==> config.mk <==
export PLATFORM = sky130hd
export DESIGN_NAME = write_buffer_read_forwarding
export DESIGN_NICKNAME = d
export VERILOG_FILES = /design/src/hdl/wbrf_pkg.sv /design/src/hdl/wbrf_ram.sv /design/src/hdl/wbrf_match.sv /design/src/hdl/wbrf_ctrl.sv /design/src/hdl/write_buffer_read_forwarding.sv
export SDC_FILE = /design/constraint.sdc
export NUM_CORES = 1
export LEC_CHECK = 0
export BUFFER_PORTS_ARGS = -buffer_cell sky130_fd_sc_hd__buf_2
export CAP_MARGIN = 20
export CORE_MARGIN = 10
export CORE_UTILIZATION = 50
export CTS_BUF_LIST = sky130_fd_sc_hd__clkbuf_8
export DETAILED_ROUTE_END_ITERATION = 10
export GPL_ROUTABILITY_DRIVEN = 1
export PLACE_DENSITY = 0.72
export SLEW_MARGIN = 40
export SYNTH_ARGS = -nofsm -noshare
export SYNTH_HDL_FRONTEND = slang
export SYNTH_SLANG_ARGS = --single-unit
==> constraint.sdc <==
create_clock -name i_clk -period 7.49 [get_ports i_clk]
set_input_delay 0.3745 -clock i_clk [delete_from_list [all_inputs] [get_ports i_clk]]
set_output_delay 0.3745 -clock i_clk [all_outputs]
set_load 0.01 [all_outputs]
==> src/hdl/wbrf_pkg.sv <==
// Shared types, codes and constants of the write buffer with read forwarding.
`timescale 1ns / 1ps

package wbrf_pkg;

    // Field widths of a command and of a result
    localparam int ADDR_W  = 8;
    localparam int DATA_W  = 32;
    localparam int SPAN_W  = 8;
    localparam int COUNT_W = 4;

    // Defaults of the top-level parameters
    localparam int BUFFER_DEPTH_DEF = 8;
    localparam int ADDR_BITS_DEF    = 8;

    // Command codes
    typedef enum logic [1:0] {
        OP_WRITE = 2'd0,
        OP_ERASE = 2'd1,
        OP_READ  = 2'd2,
        OP_CLEAR = 2'd3
    } t_op;

    // Controller states
    typedef enum logic {
        ST_IDLE,
        ST_SCAN
    } t_state;

    // One incoming command
    typedef struct packed {
        t_op               op;
        logic [ADDR_W-1:0] addr;
        logic [DATA_W-1:0] data;
        logic [SPAN_W-1:0] span;
    } t_cmd;

    // One result
    typedef struct packed {
        logic               hit;
        logic [DATA_W-1:0]  read_value;
        logic [COUNT_W-1:0] count;
        logic               full_res;
        logic               overflow;
    } t_result;

    // One buffered command as held in memory
    typedef struct packed {
        logic              kind_erase;
        logic [ADDR_W-1:0] addr;
        logic [DATA_W-1:0] value;
        logic [SPAN_W-1:0] span;
    } t_entry;

endpackage

==> src/hdl/wbrf_ram.sv <==
// Generic single-port-write, single-port-read RAM with registered read data.
`timescale 1ns / 1ps

module wbrf_ram #(
    parameter int WIDTH = 8,
    parameter int DEPTH = 8,
    localparam int AW   = (DEPTH > 1) ? $clog2(DEPTH) : 1
) (
    input  logic             i_clk,
    input  logic             i_wr_en,
    input  logic [AW-1:0]    i_wr_addr,
    input  logic [WIDTH-1:0] i_wr_data,
    input  logic             i_rd_en,
    input  logic [AW-1:0]    i_rd_addr,
    output logic [WIDTH-1:0] o_rd_data
);

    logic [WIDTH-1:0] r_mem [DEPTH];
    logic [WIDTH-1:0] r_rd_data;

    // Write port
    always_ff @(posedge i_clk) begin
        if (i_wr_en) begin
            r_mem[i_wr_addr] <= i_wr_data;
        end
    end

    // Registered read port
    always_ff @(posedge i_clk) begin
        if (i_rd_en) begin
            r_rd_data <= r_mem[i_rd_addr];
        end
    end

    assign o_rd_data = r_rd_data;

endmodule

==> src/hdl/wbrf_match.sv <==
// Coverage check of one buffered command against a read address.
`timescale 1ns / 1ps

module wbrf_match
    import wbrf_pkg::*;
(
    input  t_entry            i_entry,
    input  logic [ADDR_W-1:0] i_addr,
    output logic              o_covers
);

    logic              above_base;
    logic [ADDR_W-1:0] offset;

    // Erase covers base <= addr < base + span without wrap; a write covers its address
    assign above_base = (i_addr >= i_entry.addr);
    assign offset     = i_addr - i_entry.addr;

    always_comb begin
        if (i_entry.kind_erase) begin
            o_covers = above_base && (offset < i_entry.span);
        end else begin
            o_covers = (i_addr == i_entry.addr);
        end
    end

endmodule

==> src/hdl/wbrf_ctrl.sv <==
// Command sequencer: fill count, newest-first read scan and result register.
`timescale 1ns / 1ps

module wbrf_ctrl
    import wbrf_pkg::*;
#(
    parameter int BUFFER_DEPTH = BUFFER_DEPTH_DEF,
    parameter int ADDR_BITS    = ADDR_BITS_DEF,
    localparam int IDX_W       = (BUFFER_DEPTH > 1) ? $clog2(BUFFER_DEPTH) : 1
) (
    input  logic             i_clk,
    input  logic             i_rst_n,
    input  logic             start,
    input  t_cmd             i_cmd,
    output logic             busy,
    output logic             o_wr_en,
    output logic [IDX_W-1:0] o_wr_idx,
    output t_entry           o_wr_entry,
    output logic             o_rd_en,
    output logic [IDX_W-1:0] o_rd_idx,
    output logic [ADDR_W-1:0] o_scan_addr,
    input  logic             i_covers,
    input  t_entry           i_rd_entry,
    output logic             o_res_valid,
    output t_result          o_result
);

    localparam int CNT_W = $clog2(BUFFER_DEPTH + 1);
    localparam logic [CNT_W-1:0] DEPTH_C = CNT_W'(BUFFER_DEPTH);
    localparam logic [ADDR_W-1:0] ADDR_MASK =
        (ADDR_BITS >= ADDR_W) ? {ADDR_W{1'b1}} : ADDR_W'((64'd1 << ADDR_BITS) - 64'd1);

    t_state            r_state, n_state;
    logic [CNT_W-1:0]  r_count, n_count;
    logic [IDX_W-1:0]  r_idx, n_idx;
    logic [ADDR_W-1:0] r_addr, n_addr;
    t_result           r_result, n_result;
    logic              r_done, n_done;

    logic              accept;
    logic [CNT_W-1:0]  cnt_m1;
    logic [ADDR_W-1:0] addr_m;

    assign accept = start && (r_state == ST_IDLE);
    assign busy   = (r_state != ST_IDLE);
    assign cnt_m1 = r_count - CNT_W'(1);
    assign addr_m = i_cmd.addr & ADDR_MASK;

    // Next state
    always_comb begin
        n_state = r_state;
        case (r_state)
            ST_IDLE: begin
                if (accept && (i_cmd.op == OP_READ) && (r_count != '0)) begin
                    n_state = ST_SCAN;
                end
            end
            ST_SCAN: begin
                if (i_covers || (r_idx == '0)) begin
                    n_state = ST_IDLE;
                end
            end
            default: n_state = ST_IDLE;
        endcase
    end

    // Memory access, count update and result
    always_comb begin
        n_count  = r_count;
        n_idx    = r_idx;
        n_addr   = r_addr;
        n_result = r_result;
        n_done   = 1'b0;
        o_wr_en  = 1'b0;
        o_wr_idx = r_count[IDX_W-1:0];
        o_rd_en  = 1'b0;
        o_rd_idx = cnt_m1[IDX_W-1:0];

        // Build the entry to append; unused fields are stored as zero
        o_wr_entry.kind_erase = (i_cmd.op == OP_ERASE);
        o_wr_entry.addr       = addr_m;
        o_wr_entry.value      = (i_cmd.op == OP_WRITE) ? i_cmd.data : '0;
        o_wr_entry.span       = (i_cmd.op == OP_ERASE) ? i_cmd.span : '0;

        case (r_state)
            ST_IDLE: begin
                if (accept) begin
                    n_done              = 1'b1;
                    n_result.hit        = 1'b0;
                    n_result.read_value = '0;
                    n_result.overflow   = 1'b0;
                    case (i_cmd.op)
                        OP_WRITE, OP_ERASE: begin
                            if (r_count == DEPTH_C) begin
                                n_result.overflow = 1'b1;
                            end else begin
                                o_wr_en = 1'b1;
                                n_count = r_count + CNT_W'(1);
                            end
                        end
                        OP_READ: begin
                            // Start the scan at the newest entry
                            if (r_count != '0) begin
                                n_done  = 1'b0;
                                o_rd_en = 1'b1;
                                n_idx   = cnt_m1[IDX_W-1:0];
                                n_addr  = addr_m;
                            end
                        end
                        OP_CLEAR: begin
                            n_count = '0;
                        end
                        default: begin
                            n_count = r_count;
                        end
                    endcase
                end
            end
            ST_SCAN: begin
                if (i_covers) begin
                    n_done              = 1'b1;
                    n_result.hit        = 1'b1;
                    n_result.read_value = i_rd_entry.kind_erase ? '0 : i_rd_entry.value;
                    n_result.overflow   = 1'b0;
                end else if (r_idx == '0) begin
                    n_done              = 1'b1;
                    n_result.hit        = 1'b0;
                    n_result.read_value = '0;
                    n_result.overflow   = 1'b0;
                end else begin
                    // Advance to the next older entry
                    o_rd_en  = 1'b1;
                    o_rd_idx = r_idx - IDX_W'(1);
                    n_idx    = r_idx - IDX_W'(1);
                end
            end
            default: begin
                n_done = 1'b0;
            end
        endcase

        if (n_done) begin
            n_result.count    = COUNT_W'(n_count);
            n_result.full_res = (n_count == DEPTH_C);
        end
    end

    // Control registers
    always_ff @(posedge i_clk) begin
        if (!i_rst_n) begin
            r_state <= ST_IDLE;
            r_count <= '0;
            r_done  <= 1'b0;
        end else begin
            r_state <= n_state;
            r_count <= n_count;
            r_done  <= n_done;
        end
    end

    // Payload registers
    always_ff @(posedge i_clk) begin
        r_idx    <= n_idx;
        r_addr   <= n_addr;
        r_result <= n_result;
    end

    assign o_scan_addr = r_addr;
    assign o_res_valid = r_done;
    assign o_result    = r_result;

    // Fill count stays within the buffer
    a_count_range: assert property (@(posedge i_clk) disable iff (!i_rst_n)
        r_count <= DEPTH_C)
        else $error("fill count exceeds buffer depth");

    // No append lands in memory while a scan is reading it
    a_no_write_in_scan: assert property (@(posedge i_clk) disable iff (!i_rst_n)
        (r_state == ST_SCAN) |-> !o_wr_en)
        else $error("memory write during read scan");

    // Overflow is only reported with a full buffer
    a_overflow_full: assert property (@(posedge i_clk) disable iff (!i_rst_n)
        (r_done && r_result.overflow) |-> (r_count == DEPTH_C))
        else $error("overflow reported with room left");

    // A hit only comes out of a scan
    a_hit_from_scan: assert property (@(posedge i_clk) disable iff (!i_rst_n)
        (r_done && r_result.hit) |-> ($past(r_state) == ST_SCAN))
        else $error("hit reported without a scan");

    // A read of a non-empty buffer holds the block busy next cycle
    a_read_busy: assert property (@(posedge i_clk) disable iff (!i_rst_n)
        (accept && (i_cmd.op == OP_READ) && (r_count != '0)) |=> busy)
        else $error("read scan did not start");

endmodule

==> src/hdl/write_buffer_read_forwarding.sv <==
// Top level of the pending-command buffer with newest-first read forwarding.
//
// A command is taken when start is high and busy is low. Writes, erases and clears
// finish without raising busy: their result strobes on o_res_valid the cycle after
// the transfer, and the next command may be taken in that same cycle. A read scans
// the buffered commands newest first through the one read port of the entry memory,
// one entry per cycle: busy stays high while entries are examined (1 to BUFFER_DEPTH
// of them), and the result strobes the cycle after the last. A read of an empty
// buffer does not raise busy and answers like a write. The receiver cannot stall:
// each result is valid for exactly one cycle. The entry memory is not cleared at
// reset; only entries below the fill count are ever read.
`timescale 1ns / 1ps

module write_buffer_read_forwarding
    import wbrf_pkg::*;
#(
    parameter int BUFFER_DEPTH = BUFFER_DEPTH_DEF,
    parameter int ADDR_BITS    = ADDR_BITS_DEF
) (
    input  logic    i_clk,
    input  logic    i_rst_n,
    input  logic    start,
    input  t_cmd    i_cmd,
    output logic    busy,
    output logic    o_res_valid,
    output t_result o_result
);

    localparam int IDX_W = (BUFFER_DEPTH > 1) ? $clog2(BUFFER_DEPTH) : 1;

    logic              wr_en;
    logic [IDX_W-1:0]  wr_idx;
    t_entry            wr_entry;
    logic              rd_en;
    logic [IDX_W-1:0]  rd_idx;
    t_entry            rd_entry;
    logic [ADDR_W-1:0] scan_addr;
    logic              covers;

    // Sequencer
    wbrf_ctrl #(
        .BUFFER_DEPTH (BUFFER_DEPTH),
        .ADDR_BITS    (ADDR_BITS)
    ) u_ctrl (
        .i_clk       (i_clk),
        .i_rst_n     (i_rst_n),
        .start       (start),
        .i_cmd       (i_cmd),
        .busy        (busy),
        .o_wr_en     (wr_en),
        .o_wr_idx    (wr_idx),
        .o_wr_entry  (wr_entry),
        .o_rd_en     (rd_en),
        .o_rd_idx    (rd_idx),
        .o_scan_addr (scan_addr),
        .i_covers    (covers),
        .i_rd_entry  (rd_entry),
        .o_res_valid (o_res_valid),
        .o_result    (o_result)
    );

    // Entry memory
    wbrf_ram #(
        .WIDTH ($bits(t_entry)),
        .DEPTH (BUFFER_DEPTH)
    ) u_ram (
        .i_clk     (i_clk),
        .i_wr_en   (wr_en),
        .i_wr_addr (wr_idx),
        .i_wr_data (wr_entry),
        .i_rd_en   (rd_en),
        .i_rd_addr (rd_idx),
        .o_rd_data (rd_entry)
    );

    // Coverage check of the entry just read
    wbrf_match u_match (
        .i_entry  (rd_entry),
        .i_addr   (scan_addr),
        .o_covers (covers)
    );

endmodule

==> impl_metrics.json, run 1 <==
{
  "io_pins": 94,
  "worst-slew-pin-transition_ns": 0.730,
  "ys_types": 48,
  "p_leak_nw": 7.56,
  "maxSlewViolCount": 0,
  "cts_tree": "yes",
  "hp-class": "in2reg",
  "clkSinkCount": 497,
  "chipHeight_um": 218,
  "post_cts_resized": 0,
  "vias": 9956,
  "antenna_found_initial": 4,
  "grt_first_pass_wirelength_um": 61000,
  "fin_cells": 1795,
  "drtIter0Drc": 662,
  "grt_pass1_vias": 10300,
  "ys_dominant_reg_cell": "edfxtp_1",
  "rows": 72,
  "syn_avg_cell_area_um2": 18.4,
  "start_util": 0.507,
  "internal_power_mw": 4.39,
  "drive_gt1_frac": 0.272,
  "status": "completed",
  "p_clk_frac": 0.380,
  "final_hold_viol_count": 0,
  "grt_max_degree": 64,
  "root_buffer": "clkbuf_8",
  "hpwl_um": 21800,
  "slew_headroom": 0.512,
  "h-tree-depth": 3,
  "synth_enable_flop_cells": 491,
  "finalCritPeriodShare": 0.715,
  "yosysWarnings": 0,
  "holdBufCountCts": 0,
  "dp.cells": 1657,
  "critPathKind": "reg2reg",
  "syn_to_final_growth_pct": 13.5,
  "gp_congestion": 0.817,
  "synth_top_area_share": 0.749,
  "switchingPower_mw": 1.23,
  "grtUsageTotal": 0.167,
  "grt-ovfl-total": 0,
  "die_area_um2": 47700,
  "clock_skew_ns": 0.0182,
  "ir_drop_v": 0.000138,
  "async_flop_share": 0,
  "clk_latency_ns": 0.62,
  "cts_setup_buffers": 0,
  "max_clock_freq_mhz": 187,
  "power.density_nw_per_um2": 252,
  "vias_per_cell": 5.55,
  "power_frac_comb": 0.067,
  "startpoint_type": "flip-flop",
  "die_x_um": 218,
  "antenna_left": 0,
  "clk_pin_slew_ns": 0.06,
  "numPortBuffers": 93,
  "cts_made_buffers": 76,
  "setup_tns_ns": 0,
  "first_pass_iters": 5,
  "synth_nets": 1143,
  "arrival_ns": 5.71,
  "synth_area_leader_cell": "edfxtp_1",
  "synth_area_um2": 19700,
  "swShare": 0.220,
  "drv_cap": 0,
  "avgRoutedWirePerCell_um": 22.4,
  "final_nets": 1290,
  "synth_seq_cells": 497,
  "pwr-share-seq": 0.553,
  "ys_seq_area_frac": 0.755,
  "synthCells": 1070,
  "fin_crit_ns": 5.36,
  "rsz0062_at_grt": "no",
  "wirelength_um": 40100,
  "core_um2": 38800,
  "clockBufferDepth": 3,
  "setup_viol": 0,
  "worstPathRequired_ns": 7.84,
  "drc": 0,
  "synthTopCellsByArea": "edfxtp_1, mux2i_1, mux2_2",
  "worst_setup_path_end_kind": "flip-flop",
  "worstPathMaxFanout": 63
}
## final timing paths
check | start | endpoint | cells past startpoint | slack [ns]
worst max-delay path | u_ctrl.o_scan_addr[1] | u_ram.o_rd_data[46] | 20 | 2.13
worst min register to register | u_ram.o_rd_data[36] | u_ctrl.o_result[34] | 1 | 0.52
worst max register to register | u_ctrl.o_scan_addr[1] | u_ram.o_rd_data[46] | 20 | 2.13
worst min-delay path | i_cmd[44] | u_ram.r_mem[2][44] | 1 | 0.05
## synthesized netlist by cell type (4+ instances only)
cell type / n
nand2b_1: 5
buf_2: 9
nor3_1: 6
o21ai_0: 10
a221oi_1: 18
mux2_1: 25
xor2_1: 4
buf_6: 12
dfxtp_1: 6
and2_1: 78
edfxtp_1: 491
ha_1: 19
mux2i_1: 102
inv_1: 23
clkbuf_1: 25
or2_2: 4
mux2_2: 74
a221oi_2: 31
nor2_1: 21
a21oi_1: 8
o22ai_1: 49
nand2_1: 9
nor2b_1: 4
## power by group through the flow
stage          combinational (mW)  sequential (mW)  clock, mW
6_report                    0.374             3.11       2.14
5_1_grt                     0.404             3.11       2.30
4_1_cts                     0.378             3.11       2.18
3_5_place_dp                0.376             3.17          0
3_3_place_gp                0.356             3.17          0
2_1_floorplan               0.258             3.17          0
## cell type report
class                   count  area [um^2]
diodes                      1         2.50
clock buffers              80         1100
clock inverters            57          348
fillers                  2864        16500
inverters                  23         86.3
multi-input cells         499         4510
flip-flops and latches    497        14900
well taps                 518          648
repair buffers            120          774
## state kept, by name (all words and copies together), names as in the netlist
register and count:
u_ctrl.o_res_valid 1, u_ctrl.o_result 39, u_ctrl.busy 1, u_ram.r_mem 392
u_ram.o_rd_data 49, u_ctrl.r_idx 3, u_ctrl.r_count 4, u_ctrl.o_scan_addr 8
## metal layers
layer / global-route usage / share of wire / up-vias
met5: 0 / 0.00027 / -
met4: 0.0697 / 0.027 / 2
met3: 0.0329 / 0.057 / 77
met2: 0.263 / 0.48 / 294
met1: 0.224 / 0.44 / 5040
li1: - / - / 4543
## kinds of logic (layout without fill, tap and decap cells)
logic type               count (synthesis)  count (layout)  share of synthesized area
multiplexers                           201             201                      0.109
other                                    0               1                          0
adder cells (fa/ha/maj)                 20              20                     0.0131
XOR/XNOR                                 7               7                    0.00312
flip-flops                             497             497                      0.755
AO/OA/AOI/OAI                          132             132                     0.0586
AND/OR/NAND/NOR                        139             139                     0.0403
buffers and inverters                   74             280                     0.0210
## through the flow
| stage | instance area, um^2 | hold WS, ns | util | setup slack, ns | total power [mW] |
|---|---|---|---|---|---|
| after CTS | 22300 | 0.00316 | 0.575 | 2.20 | 5.67 |
| after global routing | 22300 | 0.0263 | 0.575 | 1.80 | 5.82 |
| final | 22300 | 0.0497 | 0.575 | 2.13 | 5.62 |
| after global placement | 20700 | 0.509 | 0.534 | 2.35 | 3.52 |
| after floorplan | 19700 | 0.473 | - | 1.15 | 3.43 |
| after detailed placement | 20900 | 0.508 | 0.538 | 2.25 | 3.54 |
## critical path, cell delays in order, from the launching register on
cell and delay [ns]:
edfxtp_1 0.42, ha_1 0.31, nor2b_1 0.13, o21ai_0 0.25, a21boi_0 0.17, o21ai_0 0.18, nand2b_1 0.11, a21o_1 0.19
a21oi_1 0.18, xnor2_1 0.16, ha_1 0.27, o21ai_0 0.08, o21ai_0 0.11, a21oi_1 0.32, a21oi_4 0.17, mux2_8 0.57
buf_16 0.39, buf_12 0.33, mux2_2 0.39, o22ai_1 0.21, a221oi_2 0.05
## layout by cell type, fill, tap and decap left out, drive strengths merged, types with 4 or more instances in the layout
| master | n |
|---|---|
| a221oi | 49 |
| xor2 | 4 |
| buf | 120 |
| clkbuf | 80 |
| nand2b | 5 |
| clkinv | 25 |
| mux2 | 99 |
| and2 | 78 |
| edfxtp | 491 |
| or2 | 4 |
| o21ai | 11 |
| nor2 | 21 |
| mux2i | 102 |
| ha | 19 |
| nor2b | 4 |
| o22ai | 49 |
| nand2 | 9 |
| dfxtp | 6 |
| nor3 | 6 |
| a21oi | 10 |
| inv | 51 |
| bufinv | 4 |
(Power assumes the default switching activity.)
==> run 2: changes to the inputs <==
- clock period: 7.49 -> 5.6 ns (I/O delays scaled with it)
==> run 2 against run 1 <==
  * Final area is 1.2% higher
  * Via count increased by 3.1%
  * Non-clock buffer count is 28 higher
  * Critical path type unchanged
  * Largest cell class unchanged
==> impl_metrics.json, run 2 (synthesis gave the netlist of run 1 again) <==
{
  "status": "completed",
  "h-tree-depth": 3,
  "setup_tns_ns": 0,
  "crit_path_top_delay_cell": "nand2_2",
  "grt-ovfl-total": 0,
  "r2r_slack_ns": 0.56,
  "reg2reg_from": "u_ctrl.o_scan_addr[1]",
  "grt_pass1_vias": 10600,
  "finalCritPeriodShare": 0.900,
  "fin_util": 0.582,
  "cpMostUsedCell": "o21ai_0",
  "gp_congestion": 0.861,
  "dp.cells": 1676,
  "crit_buf_inv": 1,
  "drc": 0,
  "cp_top_family": "compound AO/OA/AOI/OAI gates",
  "numPortBuffers": 93,
  "wirelength_um": 41800,
  "worstPathRequired_ns": 5.92,
  "final_common_cell": "edfxtp_1",
  "largest_register_ffs": 392,
  "die_area_um2": 47700,
  "worstHoldStart": "i_cmd[49]",
  "cts_made_buffers": 80,
  "avgRoutedWirePerCell_um": 22.9,
  "setup_viol": 0,
  "hpwl_um": 23800,
  "final_hold_viol_count": 0,
  "drv_cap": 0,
  "chipHeight_um": 218,
  "cts_tree": "yes",
  "whs_endpoint": "u_ctrl.o_result[0]",
  "layout_common_cells": "edfxtp_1, mux2i_1, buf_2",
  "first_pass_iters": 5,
  "die_x_um": 218,
  "clk_latency_ns": 0.62,
  "fin_cells": 1828,
  "vias": 10300,
  "final_nets": 1322,
  "holdPathStages": 2,
  "power.density_nw_per_um2": 335,
  "post_cts_resized": 0,
  "regMostFlops": "u_ram.r_mem",
  "holdBufCountCts": 9,
  "clock_skew_ns": 0.0210,
  "worstReg2RegEnd": "u_ram.o_rd_data[48]",
  "clk_pin_slew_ns": 0.06,
  "critPathKind": "reg2reg",
  "slew_headroom": 0.459,
  "reg2reg_depth": 19,
  "ir_drop_v": 0.000182,
  "core_um2": 38800,
  "grt_first_pass_wirelength_um": 63500,
  "max_clock_freq_mhz": 198,
  "drive_gt1_frac": 0.279,
  "start_util": 0.507,
  "arrival_ns": 5.36,
  "cts_setup_buffers": 0,
  "fin_crit_ns": 5.04,
  "antennaDiodeCount": 0,
  "grt_max_degree": 69,
  "p_leak_nw": 7.72,
  "worstPathMaxFanout": 26,
  "io_pins": 94,
  "vias_per_cell": 5.62,
  "drtIter0Drc": 866,
  "rows": 72,
  "grtUsageTotal": 0.174,
  "critPathMaxStageDelay_ns": 0.64,
  "maxSlewViolCount": 0,
  "rsz0062_at_grt": "no",
  "cp_cell_sequence": "ha_1, nor2b_1, o21ai_0, a21boi_0, o21ai_0, nand2b_1, a21o_1, a21oi_1, xnor2_1, ha_1, o21ai_0, o21ai_0, a21oi_1, a21oi_4, o2bb2ai_1, nand2_2, buf_4, o22ai_1, a221oi_1",
  "root_buffer": "clkbuf_8",
  "antenna_left": 0,
  "clkSinkCount": 497,
  "startpoint_type": "flip-flop",
  "whs_ns": 0.0670,
  "worst_setup_path_end_kind": "flip-flop",
  "syn_to_final_growth_pct": 14.9,
  "hp-class": "in2reg",
  "worst-slew-pin-transition_ns": 0.809,
  "antenna_found_initial": 0,
  "clockBufferDepth": 3
}
==> run 2: cell types whose count changed in the layout (fill, tap and decap cells not counted), moves of 3 or more <==
| cell | previous run | this run |
|---|---|---|
| buf_4 | 16 | 35 |
| dlygate4sd3_1 | 0 | 9 |
| buf_12 | 1 | 5 |
| clkinv_1 | 16 | 19 |
| inv_1 | 48 | 51 |
==> run 2: power by group <==
part	switching, mW	leakage (nW)	internal [mW]
Combinational	0.295	2.25	0.216
Clock	1.37	0.855	1.53
Sequential	0.0155	4.61	4.14
==> run 2: how the worst max path moves through the flow <==
stage                          start             endpoint  slack (ns)  cells past startpoint
2_1_floorplan            u_ctrl.busy    u_ram.r_mem[1][0]        0.32                      6
3_3_place_gp     u_ram.o_rd_data[41]   u_ram.o_rd_data[2]        0.75                     20
3_5_place_dp     u_ram.o_rd_data[41]  u_ram.o_rd_data[48]        0.58                     20
4_1_cts          u_ram.o_rd_data[41]  u_ram.o_rd_data[48]        0.57                     20
5_1_grt          u_ram.o_rd_data[41]  u_ram.o_rd_data[48]        0.06                     20
6_report       u_ctrl.o_scan_addr[1]  u_ram.o_rd_data[48]        0.56                     19
==> run 2: final cells by class <==
type | instances | area [um^2]
inverters | 23 | 86.3
well taps | 518 | 648
multi-input cells | 499 | 4520
repair buffers | 148 | 1020
fillers | 2849 | 16200
clock buffers | 81 | 1110
flip-flops and latches | 497 | 14900
clock inverters | 62 | 363
==> run 2: per-stage QoR <==
| stage | instance area, um^2 | setup slack, ns | power [mW] |
|---|---|---|---|
| detailed placement | 21000 | 0.582 | 4.75 |
| global placement | 21000 | 0.747 | 4.73 |
| floorplan | 19700 | 0.322 | 4.59 |
| finish | 22600 | 0.557 | 7.57 |
| global route | 22600 | 0.0582 | 7.86 |
| CTS | 22600 | 0.565 | 7.64 |
==> run 2: metal layers <==
| layer | part of all wire | vias up | GRT usage | wire, um |
|---|---|---|---|---|
| met5 | 0 | - | 0 | 0 |
| met4 | 0.027 | 0 | 0.0669 | 1130 |
| met3 | 0.064 | 92 | 0.0360 | 2670 |
| met2 | 0.47 | 374 | 0.272 | 19500 |
| met1 | 0.44 | 5192 | 0.237 | 18500 |
| li1 | - | 4609 | - | - |
